**src/rrsc_fifo.sv**
```systemverilog
// rrsc_fifo: short register queue between the front and the back.
// Full and empty come from a registered fill count. No dependencies.
`timescale 1ns / 1ps

module rrsc_fifo #(
	parameter int WIDTH = 45,
	parameter int DEPTH = 4,
	localparam int PTR_BITS = (DEPTH > 1) ? $clog2(DEPTH) : 1,
	localparam int CNT_BITS = $clog2(DEPTH + 1)
)(
	input  logic             clk,
	input  logic             arst_n,
	input  logic             in_valid,
	output logic             in_ready,
	input  logic [WIDTH-1:0] in_data,
	output logic             out_valid,
	input  logic             out_ready,
	output logic [WIDTH-1:0] out_data
);

	localparam logic [PTR_BITS-1:0] LAST = PTR_BITS'(DEPTH - 1);
	localparam logic [CNT_BITS-1:0] FULL = CNT_BITS'(DEPTH);

	logic [WIDTH-1:0]    entry_q [DEPTH];
	logic [PTR_BITS-1:0] wr_ptr_q;
	logic [PTR_BITS-1:0] rd_ptr_q;
	logic [CNT_BITS-1:0] count_q;
	logic                wr;
	logic                rd;

	assign in_ready  = (count_q != FULL);
	assign out_valid = (count_q != '0);
	assign wr        = in_valid && in_ready;
	assign rd        = out_valid && out_ready;
	assign out_data  = entry_q[rd_ptr_q];

	// pointers and fill count
	always_ff @(posedge clk or negedge arst_n) begin
		if (!arst_n) begin
			wr_ptr_q <= '0;
			rd_ptr_q <= '0;
			count_q  <= '0;
		end else begin
			if (wr) begin
				wr_ptr_q <= (wr_ptr_q == LAST) ? '0 : wr_ptr_q + 1'b1;
			end
			if (rd) begin
				rd_ptr_q <= (rd_ptr_q == LAST) ? '0 : rd_ptr_q + 1'b1;
			end
			if (wr && !rd) begin
				count_q <= count_q + 1'b1;
			end else if (rd && !wr) begin
				count_q <= count_q - 1'b1;
			end
		end
	end

	// storage
	always_ff @(posedge clk) begin
		if (wr) begin
			entry_q[wr_ptr_q] <= in_data;
		end
	end

endmodule

```
**config.mk**
```make
export PLATFORM = sky130hd
export DESIGN_NAME = rrsc_fifo
export DESIGN_NICKNAME = d
export VERILOG_FILES = /design/src/rrsc_fifo.sv
export SDC_FILE = /design/constraint.sdc
export NUM_CORES = 1
export LEC_CHECK = 0
export BUFFER_PORTS_ARGS = -buffer_cell sky130_fd_sc_hd__buf_2
export CAP_MARGIN = 5
export CORE_MARGIN = 2
export CORE_UTILIZATION = 40
export DETAILED_ROUTE_END_ITERATION = 8
export PLACE_DENSITY = 0.58
export REMOVE_ABC_BUFFERS = 1
export SYNTH_ARGS = -nofsm -noshare
export SYNTH_HDL_FRONTEND = slang
export SYNTH_SLANG_ARGS = --single-unit
```
**constraint.sdc**
```tcl
create_clock -name clk -period 2.4 [get_ports clk]
set_input_delay 0.24 -clock clk [delete_from_list [all_inputs] [get_ports clk]]
set_output_delay 0.24 -clock clk [all_outputs]
set_load 0.01 [all_outputs]
```
Yosys cells after proc, flatten, opt, wreduce, memory -nomap -nowiden
Memories as Yosys holds them, arrays and structs flattened. Cells that the tools add are included.

Register bits: 7. RAM bits: 180. Input bits: 49. Output and inout bits: 47. Word-level logic and storage cells: 25. Memories: 1.

Memory list: entry_q (depth 4, bits a word 45, rd ports 1, clocked after memory_dff 0, wr ports 1, RTL line 24) `logic [WIDTH-1:0] entry_q [DEPTH];`.

Add/subtract/negate cells: 4. Equal/unequal tests: 3. Multiplexer cells: 6. Reductions and logical operators: 8.

Operators with widths (count): $mux 3 (2); $add 2x1->2 const B (2); $eq 2x2->1 const B (2); $logic_and 1x1->1 (4); $mux 2 (2); $add 3x1->3 const B (1); $ne 3x3->1 const B (1); $reduce_bool 3->1 (1); $sub 3x1->3 const B (1); $logic_not 1->1 (2); $mux 1 (2); $reduce_bool 2->1 (1).

Longest topological paths before layout
Depth after elaboration: 6. Gate-level depth with buffers: 8.

Worst setup path after synthesis
OpenSTA, ideal clock, no wires.

Path type: register -> register. Start point: register count_q[0]. End point: memory entry_q[3][0] (enable). Library setup time: 0.407 ns. Arrival time: 1.849 ns. Required time: 1.993 ns. Setup slack: 0.144 ns. Cell stages (with the launch flop): 4. Buffers on the path: 0. Clock period less this slack: 2.256 ns. Cells stage by stage: dfrtp_1 nor2_1 a21boi_2 and2_1.

Word-level cells in the longest chain between the ends: 4.

RTL lines: from (decl) (RTL line 27) `logic [CNT_BITS-1:0] count_q;`; from (signal assigned) (RTL line 51) `count_q <= count_q + 1'b1;`; from (signal assigned) (RTL line 53) `count_q <= count_q - 1'b1;`; $ne 3x3->1 (RTL line 31) `assign in_ready = (count_q != FULL);`; $logic_and 1x1->1 (RTL line 33) `assign wr = in_valid && in_ready;`; net wr (RTL line 28) `logic wr;`; $mux 1 (RTL line 60) `if (wr) begin`; $mux 1 (not written as such) (RTL line 61) `entry_q[wr_ptr_q] <= in_data;`; to (decl) (RTL line 24).

The timed path passes the listed nets, and every way through them passes these cells.

Final worst setup path
Start point: register rd_ptr_q[0]. End point: output port out_data[34].

Word-level cells in the longest chain between the ends: 1.

RTL lines: from (decl) (RTL line 26) `logic [PTR_BITS-1:0] rd_ptr_q;`; from (signal assigned) (RTL line 48) `rd_ptr_q <= (rd_ptr_q == LAST) ? '0 : rd_ptr_q + 1'b1;`; $mem_v2 4x45; to (decl) (RTL line 18) `output logic [WIDTH-1:0] out_data`.

Every way passes these cells.

==> results.sh <==
export IMPL_outcome="complete, no violations"
export IMPL_vias_per_cell=4.97
export IMPL_coreArea_um2=17100
export IMPL_avgSynthCellArea_um2=25.5
export IMPL_cts_tree="yes"
export IMPL_htreeDepth=4
export IMPL_synth_distinct_cells=17
export IMPL_cp_num_buf_inv=2
export IMPL_holdPathEnd="entry_q[3][18]$_DFFE_PP_"
export IMPL_clk_latency_ns=0.42
export IMPL_layout_drive_gt1_share_pct=48.0
export IMPL_hold_violations=0
export IMPL_synth_cells=272
export IMPL_layout_core_utilization_pct=48.8
export IMPL_start_kind="flop"
export IMPL_async_flop_share_pct=3.74
export IMPL_crit_chain="buf_4, mux4_2, buf_2"
export IMPL_synthTopCellsByArea="edfxtp_1 (78%), mux4_2 (15%), dfrtp_1 (2.5%)"
export IMPL_ys_flop_type="edfxtp_1"
export IMPL_hold_path_class="input port to flop"
export IMPL_wl_per_cell_um=19.3
export IMPL_synthTopCellsByCount="edfxtp_1 (180), mux4_2 (45), dfrtp_1 (7)"
export IMPL_cts_buffers=17
export IMPL_power_leakage_uw=0.00289
export IMPL_tightest_slew_ns=0.454
export IMPL_whs_ns=0.0338
export IMPL_hold_start="in_data[18]"
export IMPL_cp_arrival_ns=1.98
export IMPL_maxSlewHeadroom_pct=69.7
export IMPL_grt_pass1_wl_um=18700
export IMPL_vias=3125
export IMPL_grt_max_degree=32
export IMPL_synth_largest_area_cell="edfxtp_1"
export IMPL_r2r_start="count_q[1]$_DFFE_PN0P_"
export IMPL_finalNetCount=447
export IMPL_ios=96
export IMPL_slew_violations=0
export IMPL_seq_area_um2=5590
export IMPL_rsz0062_at_grt="no"
export IMPL_cp_slowest_cell="dfrtp_4"
export IMPL_first_pass_iters=4
export IMPL_cts_path_max_buffers=2
export IMPL_critPathKind="flop to output port"
export IMPL_antenna_found_initial=1
export IMPL_fill_cells=1427
export IMPL_row_count=48
export IMPL_fin_crit_ns=2.22
export IMPL_hpwl_um=7480
export IMPL_grt_usage_pct=14.1
export IMPL_syn_area_um2=6930
export IMPL_end_kind="output port"
export IMPL_cp_startpoint="rd_ptr_q[0]$_DFFE_PN0P_"
export IMPL_ys_seq_area_share_pct=80.5
export IMPL_die_w_um=136
export IMPL_wl_um=12200
export IMPL_r2r_slack_ns=0.28
export IMPL_reg2reg_depth=8
export IMPL_cp_data_required_time_ns=2.16
export IMPL_port_buffers=95
export IMPL_path_clk_slew_ns=0.07
export IMPL_synth_top_area_share_pct=78.0
export IMPL_die_h_um=136
export IMPL_period_share_pct=92.5
export IMPL_fin_skew_ns=0.00840
export IMPL_fmax_mhz=451
export IMPL_grt_overflow_total=0
export IMPL_power_density_nw_per_um2=1240
export IMPL_ir_drop_v=0.000651
export IMPL_insertedDiodeCount=0
export IMPL_synth_edff_count=180
export IMPL_grt_pass1_vias=3408
export IMPL_slowest_delay_ns=0.60
export IMPL_drt_iter0_markers=208
export IMPL_synth_seq_cells=187
export IMPL_min_path_cells=1
export IMPL_gp_congestion=0.668
export IMPL_r2r_end="count_q[2]$_DFFE_PN0P_"
export IMPL_postRouteAntennaNets=0
export IMPL_cts_sinks=187
export IMPL_ys_warn_count=0
export IMPL_drc=0
export IMPL_multiInputGateArea_um2=1270
export IMPL_maxCapViolations=0
export IMPL_dieArea_um2=18400
export IMPL_setup_violations=0
export IMPL_path_delay_family="flip-flops"
export IMPL_yosysMostFrequentCell="edfxtp_1"
export IMPL_area_growth_pct=20.6
export IMPL_cp_max_fo=12
export IMPL_root_buffer="clkbuf_16"
export IMPL_initial_core_util_pct=40.5
## report_power, final
part / switching (µW) / leakage, µW / internal, µW
clock: 1100 / 0.000284 / 1630
sequential: 283 / 0.00173 / 4320
combinational: 1520 / 0.000874 / 1480
total: 2900 / 0.00289 / 7420
## layout make-up
class,instances,area share (%)
Clock buffer,19,5.18
Multi-Input combinational cell,72,15.1
Sequential cell,187,66.8
Timing Repair Buffer,110,7.56
Clock inverter,13,1.80
Tap cell,225,3.37
Inverter,3,0.135
## per-stage QoR
stage	instances	total power, µW	setup WS [ns]	cell area (µm²)	TNS (ns)
finish	629	10300	0.180	8360	0
floorplan	262	6480	-0.427	6850	-19.86
global route	629	10900	0.0593	8360	0
global placement	595	7670	0.376	7750	0
detailed placement	595	7760	0.280	7750	0
CTS	629	10500	0.121	8360	0
## worst reg2reg max path, cell delays in order (launching register included)
cell and delay (ns):
dfrtp_1 0.43, or3_4 0.40, nand2_1 0.13, ha_1 0.20, inv_1 0.06, fa_1 0.37, xor2_1 0.17, nor2_1 0.11
xor2_1 0.16
## how the worst max path moves through the flow
stage	to	slack (ns)	cells past startpoint
global placement	count_q[2]$_DFFE_PN0P_	0.38	8
finish	out_data[34]	0.18	3
CTS	out_data[42]	0.12	3
detailed placement	count_q[2]$_DFFE_PN0P_	0.28	8
global route	out_data[34]	0.06	3
floorplan	out_data[0]	-0.43	1
## per-layer routing
metal  part of all wire (%)  wire [µm]  vias up  GRT usage [%]
li1                       -          -     1389              -
met1                     42       5080     1642           17.2
met2                     52       6310       79           23.5
met3                    4.9        595       13           4.60
met4                    1.4        171        2           5.56
met5                  0.090         11        -              0
## cells by family (layout without fill, tap and decap cells)
kind of cell	count (synthesis)	count (layout)	synth area share, %
AOI/OAI and AO/OA	1	1	0.162
and+or+nand+nor	11	11	0.848
buffers and inverters	13	145	1.28
xor gates and xnor gates	3	3	0.379
adders and majority gates	7	7	1.37
DFF	187	187	80.5
muxes	50	50	15.4
## registers in the layout (all words and copies together), names as in the netlist
register	count
count_q	3
wr_ptr_q	2
entry_q	180
rd_ptr_q	2
## cell usage in the layout (no fill, tap or decap)
cell,count
dfrtp_1,5
inv_6,1
and2_2,4
dfrtp_2,1
clkinv_1,3
clkinvlp_4,1
ha_1,6
mux4_2,45
nand2_1,2
dlygate4sd3_1,1
bufinv_16,3
clkinv_2,3
buf_2,95
xnor2_1,1
a21boi_2,1
edfxtp_1,180
mux2_2,5
nor2_1,4
inv_1,3
xor2_1,2
buf_4,10
or3_4,1
dfrtp_4,1
clkbuf_1,2
clkbuf_16,17
fa_1,1
buf_6,1
clkinv_4,2
buf_12,3
## timing repair
action | 4_1_cts | 5_1_grt
hold endpoints to repair | 7 | 0
buffers inserted | 1 | 0
gates resized for setup | 0 | 0
setup endpoints to repair | 3 | 0
hold buffers | 1 | 0
Power figures use the tool's default switching activity.
