File: src/rrsc_pkg.sv
// rrsc_pkg: shared types and constants of the radial scan converter.
// Holds the configuration struct, register codes, CORDIC tables and fixed widths.
// No dependencies.
`timescale 1ns / 1ps

package rrsc_pkg;

	// APB register file
	localparam int APB_ADDR_BITS = 4;
	localparam int APB_DATA_BITS = 32;

	typedef enum logic [1:0] {
		REG_IMAGE_WIDTH     = 2'd0,
		REG_IMAGE_HEIGHT    = 2'd1,
		REG_RADIUS_Q4       = 2'd2,
		REG_PIXELS_PER_CELL = 2'd3
	} reg_idx_t;

	localparam logic [12:0] RST_IMAGE_WIDTH     = 13'd1024;
	localparam logic [12:0] RST_IMAGE_HEIGHT    = 13'd1024;
	localparam logic [15:0] RST_RADIUS_Q4       = 16'd7537;
	localparam logic [23:0] RST_PIXELS_PER_CELL = 24'd65536;

	typedef struct packed {
		logic [12:0] image_width;
		logic [12:0] image_height;
		logic [15:0] radius_q4;
		logic [23:0] pixels_per_cell;
	} cfg_t;

	// Kept pixel radius in Q.16; never above radius_q4 << 12
	localparam int RADIUS_BITS = 28;
	localparam int GREEN_BITS  = 8;

	localparam logic [7:0] GREEN_CAP      = 8'd240;
	localparam logic [7:0] GREEN_SAT_AMP  = 8'd60;

	// CORDIC: gain compensation in Q30, arctangents in 2^-32 turn
	localparam int          CORDIC_STEPS    = 24;
	localparam int          GAIN_BITS       = 30;
	localparam logic [29:0] CORDIC_GAIN_Q30 = 30'd652032874;

	localparam logic [31:0] ATAN_TURN32 [CORDIC_STEPS] = '{
		32'h20000000, 32'h12E4051E, 32'h09FB385B, 32'h051111D4,
		32'h028B0D43, 32'h0145D7E1, 32'h00A2F61E, 32'h00517C55,
		32'h0028BE53, 32'h00145F2F, 32'h000A2F98, 32'h000517CC,
		32'h00028BE6, 32'h000145F3, 32'h0000A2FA, 32'h0000517D,
		32'h000028BE, 32'h0000145F, 32'h00000A30, 32'h00000518,
		32'h0000028C, 32'h00000146, 32'h000000A3, 32'h00000051
	};

endpackage

File: src/rrsc_ifs.sv
// rrsc_ifs: valid/ready channel interfaces of the radial scan converter.
// rrsc_in_if carries one range cell, rrsc_out_if one pixel write. No dependencies.
`timescale 1ns / 1ps

interface rrsc_in_if #(
	parameter int ANGLE_BITS = 16
);
	logic                  valid;
	logic                  ready;
	logic [ANGLE_BITS-1:0] start_azimuth;
	logic [ANGLE_BITS-1:0] end_azimuth;
	logic [23:0]           first_range_cell;
	logic [15:0]           cell_index;
	logic [16:0]           cell_count;
	logic [7:0]            amplitude;

	modport source (
		output valid, start_azimuth, end_azimuth, first_range_cell,
		       cell_index, cell_count, amplitude,
		input  ready
	);
	modport sink (
		input  valid, start_azimuth, end_azimuth, first_range_cell,
		       cell_index, cell_count, amplitude,
		output ready
	);
endinterface


File: src/rrsc_front.sv
// rrsc_front: accepts range cells, drops the ones not drawn and computes the radius.
// Stages: input, two-part range multiply, radius check, count/MAX by reciprocal, index modulo.
// Depends on rrsc_pkg and rrsc_in_if.
`timescale 1ns / 1ps

module rrsc_front
	import rrsc_pkg::*;
#(
	parameter int MAX_CELLS_PER_RADIAL = 512,
	parameter int ANGLE_BITS = 16,
	localparam int PAY_BITS = ANGLE_BITS + 1 + RADIUS_BITS + GREEN_BITS
)(
	input  logic                clk,
	input  logic                arst_n,
	input  cfg_t                cfg,
	rrsc_in_if.sink             cell_in,
	output logic                push_valid,
	input  logic                push_ready,
	output logic [PAY_BITS-1:0] push_data
);

	localparam int SUM_BITS   = ANGLE_BITS + 1;
	localparam int CELL_BITS  = 25;
	localparam int PPC_HALF   = 12;
	localparam int PROD_BITS  = CELL_BITS + PPC_HALF;
	localparam int RFULL_BITS = PROD_BITS + PPC_HALF;
	localparam int CNT_BITS   = 17;
	localparam int IDX_BITS   = 16;
	localparam int REM_BITS   = 17;

	// count / MAX as (count * ceil(2^s / MAX)) >> s, exact for every 17-bit count
	localparam int DIV_SHIFT  = CNT_BITS + $clog2(MAX_CELLS_PER_RADIAL);
	localparam int RECIP_BITS = CNT_BITS + 2;
	localparam int DPROD_BITS = CNT_BITS + RECIP_BITS;
	localparam longint unsigned RECIP_ONE = 64'd1 << DIV_SHIFT;
	localparam logic [RECIP_BITS-1:0] RECIP_M =
		RECIP_BITS'((RECIP_ONE + 64'(MAX_CELLS_PER_RADIAL) - 64'd1) /
		            64'(MAX_CELLS_PER_RADIAL));

	logic en;
	logic bad;

	// stage 1: input register
	logic                  v_s1;
	logic [CELL_BITS-1:0]  cell_s1;
	logic [IDX_BITS-1:0]   idx_s1;
	logic [CNT_BITS-1:0]   cnt_s1;
	logic [SUM_BITS-1:0]   sum_s1;
	logic [7:0]            green_s1;
	// stage 2: partial products
	logic                  v_s2;
	logic [PROD_BITS-1:0]  plo_s2;
	logic [PROD_BITS-1:0]  phi_s2;
	logic [IDX_BITS-1:0]   idx_s2;
	logic [CNT_BITS-1:0]   cnt_s2;
	logic [SUM_BITS-1:0]   sum_s2;
	logic [7:0]            green_s2;
	// stage 3: full radius
	logic                  v_s3;
	logic [RFULL_BITS-1:0] rfull_s3;
	logic [IDX_BITS-1:0]   idx_s3;
	logic [CNT_BITS-1:0]   cnt_s3;
	logic [SUM_BITS-1:0]   sum_s3;
	logic [7:0]            green_s3;
	// stage 4: radius check
	logic                  v_s4;
	logic [IDX_BITS-1:0]   idx_s4;
	logic [CNT_BITS-1:0]   cnt_s4;
	logic [PAY_BITS-1:0]   pay_s4;
	logic                  far;
	// stage 5: quotient count / MAX
	logic                  v_s5;
	logic [IDX_BITS-1:0]   idx_s5;
	logic [CNT_BITS-1:0]   q_s5;
	logic [PAY_BITS-1:0]   pay_s5;
	logic [DPROD_BITS-1:0] dprod;

	// modulo stages (index % step), one index bit each
	logic                  mod_v_s    [IDX_BITS];
	logic [IDX_BITS-1:0]   mod_idx_s  [IDX_BITS];
	logic [CNT_BITS-1:0]   mod_step_s [IDX_BITS];
	logic [REM_BITS-1:0]   mod_rem_s  [IDX_BITS];
	logic [PAY_BITS-1:0]   mod_pay_s  [IDX_BITS];

	// whole front advances unless a kept item waits on a full queue
	assign push_valid    = mod_v_s[IDX_BITS-1] && (mod_rem_s[IDX_BITS-1] == '0);
	assign push_data     = mod_pay_s[IDX_BITS-1];
	assign en            = !(push_valid && !push_ready);
	assign cell_in.ready = en;

	// empty radial or index past the end
	assign bad = (cell_in.cell_count == '0) ||
	             ({1'b0, cell_in.cell_index} >= cell_in.cell_count);

	// radius beyond display radius
	assign far = rfull_s3 > RFULL_BITS'({cfg.radius_q4, 12'b0});

	// reciprocal product for the decimation step
	assign dprod = DPROD_BITS'(cnt_s4) * DPROD_BITS'(RECIP_M);

	always_ff @(posedge clk or negedge arst_n) begin
		if (!arst_n) begin
			v_s1 <= 1'b0;
			v_s2 <= 1'b0;
			v_s3 <= 1'b0;
			v_s4 <= 1'b0;
			v_s5 <= 1'b0;
		end else if (en) begin
			v_s1 <= cell_in.valid && !bad;
			v_s2 <= v_s1;
			v_s3 <= v_s2;
			v_s4 <= v_s3 && !far;
			v_s5 <= v_s4;
		end
	end

	always_ff @(posedge clk) begin
		if (en) begin
			cell_s1  <= CELL_BITS'(cell_in.first_range_cell) + CELL_BITS'(cell_in.cell_index);
			idx_s1   <= cell_in.cell_index;
			cnt_s1   <= cell_in.cell_count;
			sum_s1   <= SUM_BITS'(cell_in.start_azimuth) + SUM_BITS'(cell_in.end_azimuth);
			green_s1 <= (cell_in.amplitude > GREEN_SAT_AMP) ? GREEN_CAP
			            : {cell_in.amplitude[5:0], 2'b00};

			plo_s2   <= PROD_BITS'(cell_s1) * PROD_BITS'(cfg.pixels_per_cell[PPC_HALF-1:0]);
			phi_s2   <= PROD_BITS'(cell_s1) * PROD_BITS'(cfg.pixels_per_cell[23:PPC_HALF]);
			idx_s2   <= idx_s1;
			cnt_s2   <= cnt_s1;
			sum_s2   <= sum_s1;
			green_s2 <= green_s1;

			rfull_s3 <= RFULL_BITS'(plo_s2) + {phi_s2, {PPC_HALF{1'b0}}};
			idx_s3   <= idx_s2;
			cnt_s3   <= cnt_s2;
			sum_s3   <= sum_s2;
			green_s3 <= green_s2;

			idx_s4   <= idx_s3;
			cnt_s4   <= cnt_s3;
			pay_s4   <= {sum_s3, rfull_s3[RADIUS_BITS-1:0], green_s3};

			idx_s5   <= idx_s4;
			q_s5     <= CNT_BITS'(dprod >> DIV_SHIFT);
			pay_s5   <= pay_s4;
		end
	end

	// restoring modulo of the index by the step, MSB first
	for (genvar k = 0; k < IDX_BITS; k++) begin : g_mod
		logic                pv;
		logic [IDX_BITS-1:0] pidx;
		logic [CNT_BITS-1:0] pstep;
		logic [REM_BITS-1:0] prem;
		logic [PAY_BITS-1:0] ppay;
		logic [REM_BITS:0]   t;
		logic                ge;
		logic [REM_BITS-1:0] rem_n;

		if (k == 0) begin : g_first
			// step is the quotient, but never below one
			assign pv    = v_s5;
			assign pidx  = idx_s5;
			assign pstep = (q_s5 == '0) ? CNT_BITS'(1) : q_s5;
			assign prem  = '0;
			assign ppay  = pay_s5;
		end else begin : g_next
			assign pv    = mod_v_s[k-1];
			assign pidx  = mod_idx_s[k-1];
			assign pstep = mod_step_s[k-1];
			assign prem  = mod_rem_s[k-1];
			assign ppay  = mod_pay_s[k-1];
		end

		always_comb begin
			t     = {prem, pidx[IDX_BITS-1-k]};
			ge    = (t >= {1'b0, pstep});
			rem_n = ge ? REM_BITS'(t - {1'b0, pstep}) : t[REM_BITS-1:0];
		end

		always_ff @(posedge clk or negedge arst_n) begin
			if (!arst_n) begin
				mod_v_s[k] <= 1'b0;
			end else if (en) begin
				mod_v_s[k] <= pv;
			end
		end

		always_ff @(posedge clk) begin
			if (en) begin
				mod_idx_s[k]  <= pidx;
				mod_step_s[k] <= pstep;
				mod_rem_s[k]  <= rem_n;
				mod_pay_s[k]  <= ppay;
			end
		end
	end

endmodule

File: src/flat_wrapper.sv
// flat-port wrapper written by rule: the top's interface ports become plain ports
module rrsc_front_flat import rrsc_pkg::*;
#(
	parameter int MAX_CELLS_PER_RADIAL = 512,
	parameter int ANGLE_BITS = 16,
	localparam int PAY_BITS = ANGLE_BITS + 1 + RADIUS_BITS + GREEN_BITS
)
  (clk, arst_n, cfg, push_valid, push_ready, push_data, cell_in_valid, cell_in_start_azimuth, cell_in_end_azimuth, cell_in_first_range_cell, cell_in_cell_index, cell_in_cell_count, cell_in_amplitude, cell_in_ready);
  rrsc_in_if #(.ANGLE_BITS(ANGLE_BITS)) cell_in_i ();
  input  logic clk;
  input  logic arst_n;
  input  cfg_t cfg;
  output logic push_valid;
  input  logic push_ready;
  output logic [PAY_BITS-1:0] push_data;
  input wire logic [$bits(cell_in_i.valid)-1:0] cell_in_valid;
  input wire logic [$bits(cell_in_i.start_azimuth)-1:0] cell_in_start_azimuth;
  input wire logic [$bits(cell_in_i.end_azimuth)-1:0] cell_in_end_azimuth;
  input wire logic [$bits(cell_in_i.first_range_cell)-1:0] cell_in_first_range_cell;
  input wire logic [$bits(cell_in_i.cell_index)-1:0] cell_in_cell_index;
  input wire logic [$bits(cell_in_i.cell_count)-1:0] cell_in_cell_count;
  input wire logic [$bits(cell_in_i.amplitude)-1:0] cell_in_amplitude;
  output wire logic [$bits(cell_in_i.ready)-1:0] cell_in_ready;
  assign cell_in_i.valid = cell_in_valid;
  assign cell_in_i.start_azimuth = cell_in_start_azimuth;
  assign cell_in_i.end_azimuth = cell_in_end_azimuth;
  assign cell_in_i.first_range_cell = cell_in_first_range_cell;
  assign cell_in_i.cell_index = cell_in_cell_index;
  assign cell_in_i.cell_count = cell_in_cell_count;
  assign cell_in_i.amplitude = cell_in_amplitude;
  assign cell_in_ready = cell_in_i.ready;
  rrsc_front #(.MAX_CELLS_PER_RADIAL(MAX_CELLS_PER_RADIAL), .ANGLE_BITS(ANGLE_BITS)) u_core (.clk(clk), .arst_n(arst_n), .cfg(cfg), .cell_in(cell_in_i), .push_valid(push_valid), .push_ready(push_ready), .push_data(push_data));
endmodule
File: config.mk
export PLATFORM = sky130hd
export DESIGN_NAME = rrsc_front_flat
export DESIGN_NICKNAME = d
export VERILOG_FILES = /design/src/rrsc_pkg.sv /design/src/rrsc_ifs.sv /design/src/rrsc_front.sv /design/src/flat_wrapper.sv
export SDC_FILE = /design/constraint.sdc
export NUM_CORES = 2
export LEC_CHECK = 0
export BUFFER_PORTS_ARGS = -buffer_cell sky130_fd_sc_hd__buf_2
export CAP_MARGIN = 20
export CORE_ASPECT_RATIO = 0.9
export CORE_UTILIZATION = 63
export CTS_CLUSTER_DIAMETER = 50
export CTS_CLUSTER_SIZE = 24
export DETAILED_ROUTE_END_ITERATION = 12
export PLACE_DENSITY_LB_ADDON = 0.3
export SLEW_MARGIN = 15
export SYNTH_ARGS = -nofsm -noshare
export SYNTH_HDL_FRONTEND = slang
export SYNTH_SLANG_ARGS = --single-unit
File: constraint.sdc
create_clock -name clk -period 63 [get_ports clk]
set_clock_uncertainty 0.2 [all_clocks]
set_input_delay 3.15 -clock clk [delete_from_list [all_inputs] [get_ports clk]]
set_output_delay 3.15 -clock clk [all_outputs]
set_load 0.01 [all_outputs]
# After elaboration in Yosys (flattened, before gate mapping)
# Memories as Yosys holds them, arrays and structs flattened.
# Index checks and enable logic that the tools add are counted.
dict set report word_totals {
  register_bits 506
  latch_bits 0
  ram_bits 1648
  romBits 0
  in_bits 167
  out_inout_bits 55
  elab_cells 118
  mem_count 4
}
# name words word_bits rd rd_ports_with_merged_regs write_ports line
set memory_table {}
lappend memory_table {u_core.mod_pay_s 16 53 16 0 16 rrsc_front.sv:83} ;# logic [PAY_BITS-1:0] mod_pay_s [IDX_BITS];
lappend memory_table {u_core.mod_rem_s 16 17 16 0 16 rrsc_front.sv:82} ;# logic [REM_BITS-1:0] mod_rem_s [IDX_BITS];
lappend memory_table {u_core.mod_step_s 16 17 15 0 16 rrsc_front.sv:81} ;# logic [CNT_BITS-1:0] mod_step_s [IDX_BITS];
lappend memory_table {u_core.mod_idx_s 16 16 15 0 16 rrsc_front.sv:80} ;# logic [IDX_BITS-1:0] mod_idx_s [IDX_BITS];
dict set report classes {
  addsub 19
  n_mul 2
  div_mod_pow 0
  order_cmp 19
  n_eq_ne 0
  n_shift 0
  muxes 18
  bitwise 0
  reduce_logical 12
}
# op count
set ops {}
lappend ops {{17-bit two-way mux} 16}
lappend ops {{18-bit by 17-bit >= comparator with 1-bit output} 15}
lappend ops {{17-bit subtractor} 15}
lappend ops {{25-bit by 12-bit multiplier with 37-bit output} 2}
lappend ops {{17-bit zero test} 3}
lappend ops {{37-bit by 49-bit adder with 49-bit output} 1}
lappend ops {{49-bit by 28-bit > comparator with 1-bit output} 1}
lappend ops {{24-bit by 16-bit adder with 25-bit output} 1}
lappend ops {{16-bit by 16-bit adder with 17-bit output} 1}
lappend ops {{1-bit by 17-bit >= comparator with 1-bit output} 1}
lappend ops {{16-bit by 17-bit >= comparator with 1-bit output} 1}
lappend ops {{1-bit by 17-bit subtractor with 17-bit output} 1}
lappend ops {{8-bit by 6-bit > comparator with 1-bit output (second input constant)} 1}
lappend ops {{8-bit two-way mux} 1}
lappend ops {{1-bit logical AND} 4}
lappend ops {{1-bit zero test} 4}
lappend ops {{1-bit logical OR} 1}
lappend ops {{1-bit two-way mux} 1}

# Longest topological paths before layout
# An unclocked memory read counts as a cell.
dict set report depth {
  depth_word 5
  mapped_depth 23
  depth_no_buf 21
}

# Least setup slack after synthesis
# OpenSTA, ideal clock, no wires.
dict set report synth_path {
  path_type {input -> register}
  start {input push_ready}
  end {register u_core.mod_v_s, in the netlist u_core.g_mod[13].pv}
  setup_time_ns 0.225
  arrival_time_ns 57.083
  t_required_ns 62.575
  slack_ns 5.492
  path_stages 4
  n_path_buf 2
  cell_sequence {or3_1 -> clkbuf_1 -> clkbuf_1 -> mux2_2}
}
dict set report synth_via {
  elab_chain_cells 2
}
# item line
set synth_rtl {}
lappend synth_rtl {{start: declaration} flat_wrapper.sv:14} ;# input logic push_ready;
lappend synth_rtl {{1-bit zero test} rrsc_front.sv:88} ;# assign en = !(push_valid && !push_ready);
lappend synth_rtl {{1-bit logical AND} rrsc_front.sv:88}
lappend synth_rtl {{end signal: indexed assignment} rrsc_front.sv:185} ;# mod_v_s[k] <= pv;
lappend synth_rtl {{end: declaration} rrsc_front.sv:79} ;# logic mod_v_s [IDX_BITS];
# No other way between the ends.
# A chain may end at the register's enable or synchronous reset.

# Worst setup path after layout
dict set report layout_path {
  start {input cfg[15] in the netlist's numbering}
  end {register u_core.phi_s2[36], data pin}
}
dict set report layout_via {
  elab_chain_cells 1
}
# item line
set layout_rtl {}
lappend layout_rtl {{start: declaration} flat_wrapper.sv:12} ;# input cfg_t cfg;
lappend layout_rtl {{25-bit by 12-bit multiplier with 37-bit output} rrsc_front.sv:127} ;# phi_s2 <= PROD_BITS'(cell_s1) * PROD_BITS'(cfg.pixels_per_cell[23:PPC_HALF]);
lappend layout_rtl {{end signal: assignment} rrsc_front.sv:127}
lappend layout_rtl {{end: declaration} rrsc_front.sv:53} ;# logic [PROD_BITS-1:0] phi_s2;
# No other way between the ends.

==> reports/metrics.yaml <==
global_routing:
  met3_usage_pct: 3.398
  grt_usage_pct: 20.55
  antenna_found_initial: 11
  met2_usage_pct: 35.40
  busiest_layer: "met2"
  grt_max_degree: 213
  grt_pass1_vias: 45900
  grt.met1_usage_pct: 26.23
  grt_pass1_wl_um: 225100
  grt_overflow: 0
clock_tree:
  cts-buffers-inserted: 135
  cts_sinks: 1786
  clock_latency_ns: 0.77
  cts_resized: 0
  cts-hold-fix-buffers: 0
  path_clk_slew_ns: 0.08
  clockBufferDepth: 3
  htreeDepth: 4
  post-cts-setup-buffers: 0
  tritoncts: "done"
  cts-root-buf: "clkbuf_16"
synth:
  syn_avg_cell_area_um2: 14.08
  yosysWarnings: 0
  yosysTopAreaCell: "edfxtp_1"
  yosysUniqueCellTypes: 77
  synth_seq_cells: 1786
  yosysMostFrequentCell: "edfxtp_1"
  synth_edf_count: 1765
  netlist_instances: 6081
  yosysSeqAreaShare_pct: 62.51
  synthTopCellsByCount: "edfxtp_1 (1765), inv_1 (822), nand2_1 (646)"
  ys_top_cells_by_area: "edfxtp_1 (62%), fa_1 (11%), ha_1 (5.3%)"
  synth-main-ff-cell: "edfxtp_1"
  syn-cell-area_um2: 85630
  async_flop_share_pct: 1.176
  synth_top_area_share_pct: 61.90
sta:
  hold_viol_final: 0
  setup_viol: 0
  rsz0062_at_grt: "no"
  setup_tns_ns: 0
  max_freq_mhz: 110.8
  slew_headroom_pct: 23.27
  timing_worst_slew_pin_value_ns: 1.151
  min_period_ns: 9.024
  slew_violations: 0
  period_share_pct: 14.32
detailed_routing:
  post-route-drc-count: 0
  drt_iter0_drc: 2861
  vias_per_cell: 5.435
  vias: 44620
  drt_wl_total_um: 135800
  ant_nets: 0
  routedWlPerCell_um: 16.54
  first_pass_iters: 5
critical_path:
  critPathKind: "input port to register"
  critPathLaunchType: "input port"
  reg2reg_depth: 19
  required_ns: 63.29
  crit_fanout: 25
  end_kind: "register"
  cp.arrival_ns: 9.31
  r2r_slack_ns: 55.75
placement:
  hpwl_um: 93590
  port_buffers: 193
  gp_congestion: 0.8885
status:
  outcome: "completed"
floorplanning:
  core_region_area_um2: 134000
  die_h_um: 351.7
  rows: 127
  die-area_um2: 137400
  pin_count: 222
  initial_utilization_pct: 63.92
  die_x_um: 390.6
final_layout:
  final_nets: 7301
  fillers: 8826
  area_growth_pct: 8.858
  final_layout_size_suffix_gt1_share_pct: 8.043
hold_path:
  holdCritPathClass: "register to register"
  worstHoldPathCells: 0
flow_run:
  cap_viol_max_count: 0
==> through the flow <==
stage	util, %	hold slack (ns)	instance area, µm²	instances	setup slack [ns]
3_5_place_dp	66.09	0.2045	88530	7962	53.32
3_3_place_gp	66.09	0.2000	88530	7962	53.41
4_1_cts	69.56	0.1819	93180	8208	54.11
2_1_floorplan	-	0.2003	85630	6082	5.492
6_report	69.58	0.1884	93210	8211	53.98
5_1_grt	69.58	0.1883	93210	8209	53.70
==> metal layers <==
layer | routed length (µm) | vias to the layer above
li1 | - | 21400
met1 | 56220 | 21870
met2 | 67580 | 1056
met3 | 6965 | 287
met4 | 4969 | 12
met5 | 74 | -
==> final cells by class <==
class                           count  area (µm²)  share of cell area [%]
Clock buffer                      150        3528                   3.785
Inverter                          824        3093                   3.318
Tap cell                         1806        2260                   2.424
Antenna cell                        2       5.005                0.005369
Multi-Input combinational cell   3321       28420                   30.49
Timing Repair Buffer              226        1259                   1.350
Clock inverter                     96        1120                   1.201
Sequential cell                  1786       53530                   57.43
==> sequential cells by signal, indices dropped and copies added, names as in the netlist, 16 cells and up <==
signal / count
u_core.cell_s1: 25
u_core.g_mod.pidx: 16
u_core.g_mod.ppay: 51
u_core.g_mod.pv: 16
u_core.idx_s1: 16
u_core.idx_s2: 16
u_core.idx_s3: 16
u_core.idx_s4: 16
u_core.mod_idx_s: 120
u_core.mod_pay_s: 816
u_core.mod_rem_s: 270
u_core.mod_step_s: 120
u_core.pay_s4: 51
u_core.phi_s2: 37
u_core.plo_s2: 37
u_core.rfull_s3: 49
u_core.sum_s1: 17
u_core.sum_s2: 17
u_core.sum_s3: 17
==> logic make-up after synthesis <==
family,after synthesis,synth area share (%)
flops,1786,62.51
xor+xnor,305,3.120
compound gates,642,4.660
mux,49,0.6210
fa+ha+maj,840,16.47
other cells,1,0.004380
simple gates,1483,8.310
buf+inv,975,4.308
==> layout by cell type, fill, tap and decap left out, types with 10 or more instances in the layout <==
cell	synthesis	routed
and3_1	21	21
o31ai_1	28	28
o21bai_1	25	25
nor3_1	52	52
clkinvlp_4	0	12
fa_1	478	478
o21a_1	25	25
buf_2	8	193
or3_1	26	25
o21ai_0	167	167
nor2b_1	47	47
and2_1	181	181
xor2_1	111	111
xnor2_1	194	194
o211ai_1	10	10
edfxtp_1	1765	1765
inv_6	0	20
nand2_1	646	646
nand4_1	52	52
clkbuf_16	0	138
nand2b_1	38	38
a31oi_1	10	10
ha_1	362	362
dfrtp_1	21	21
inv_8	0	13
nand3_1	61	61
nor2_1	246	246
buf_4	3	30
inv_1	822	822
clkinv_8	0	16
a211oi_1	11	11
mux2i_1	19	19
nor4_1	42	42
a21oi_1	199	199
nand3b_1	13	13
a21boi_0	38	38
or4_1	12	12
a21o_1	74	74
mux2_2	29	29
==> critical path, cell delays in order <==
cell,delay (ns)
buf_2,0.44
nand2_1,0.16
fa_1,0.55
fa_1,0.41
inv_1,0.10
fa_1,0.44
fa_1,0.55
inv_1,0.05
fa_1,0.47
inv_1,0.04
ha_1,0.33
o211ai_1,0.12
a21oi_1,0.10
o41ai_1,0.66
a21oi_1,0.34
a211oi_1,0.52
o31ai_1,0.13
a21oi_1,0.36
o21ai_0,0.19
xnor2_1,0.17
==> final timing paths <==
path	start	to
worst max-delay path	cfg[15]	u_core.phi_s2[36]
worst min-delay path	u_core.mod_pay_s[1][100]	u_core.mod_pay_s[1][153]
worst max register to register	u_core.cell_s1[4]	u_core.phi_s2[36]
worst min register to register	u_core.mod_pay_s[1][100]	u_core.mod_pay_s[1][153]
max in group asynchronous	arst_n	u_core.v_s1
min in group asynchronous	arst_n	u_core.g_mod[0].pv
Power is not shown: default switching activity piles up to over one toggle a cycle in this logic, so the estimate is an artifact.
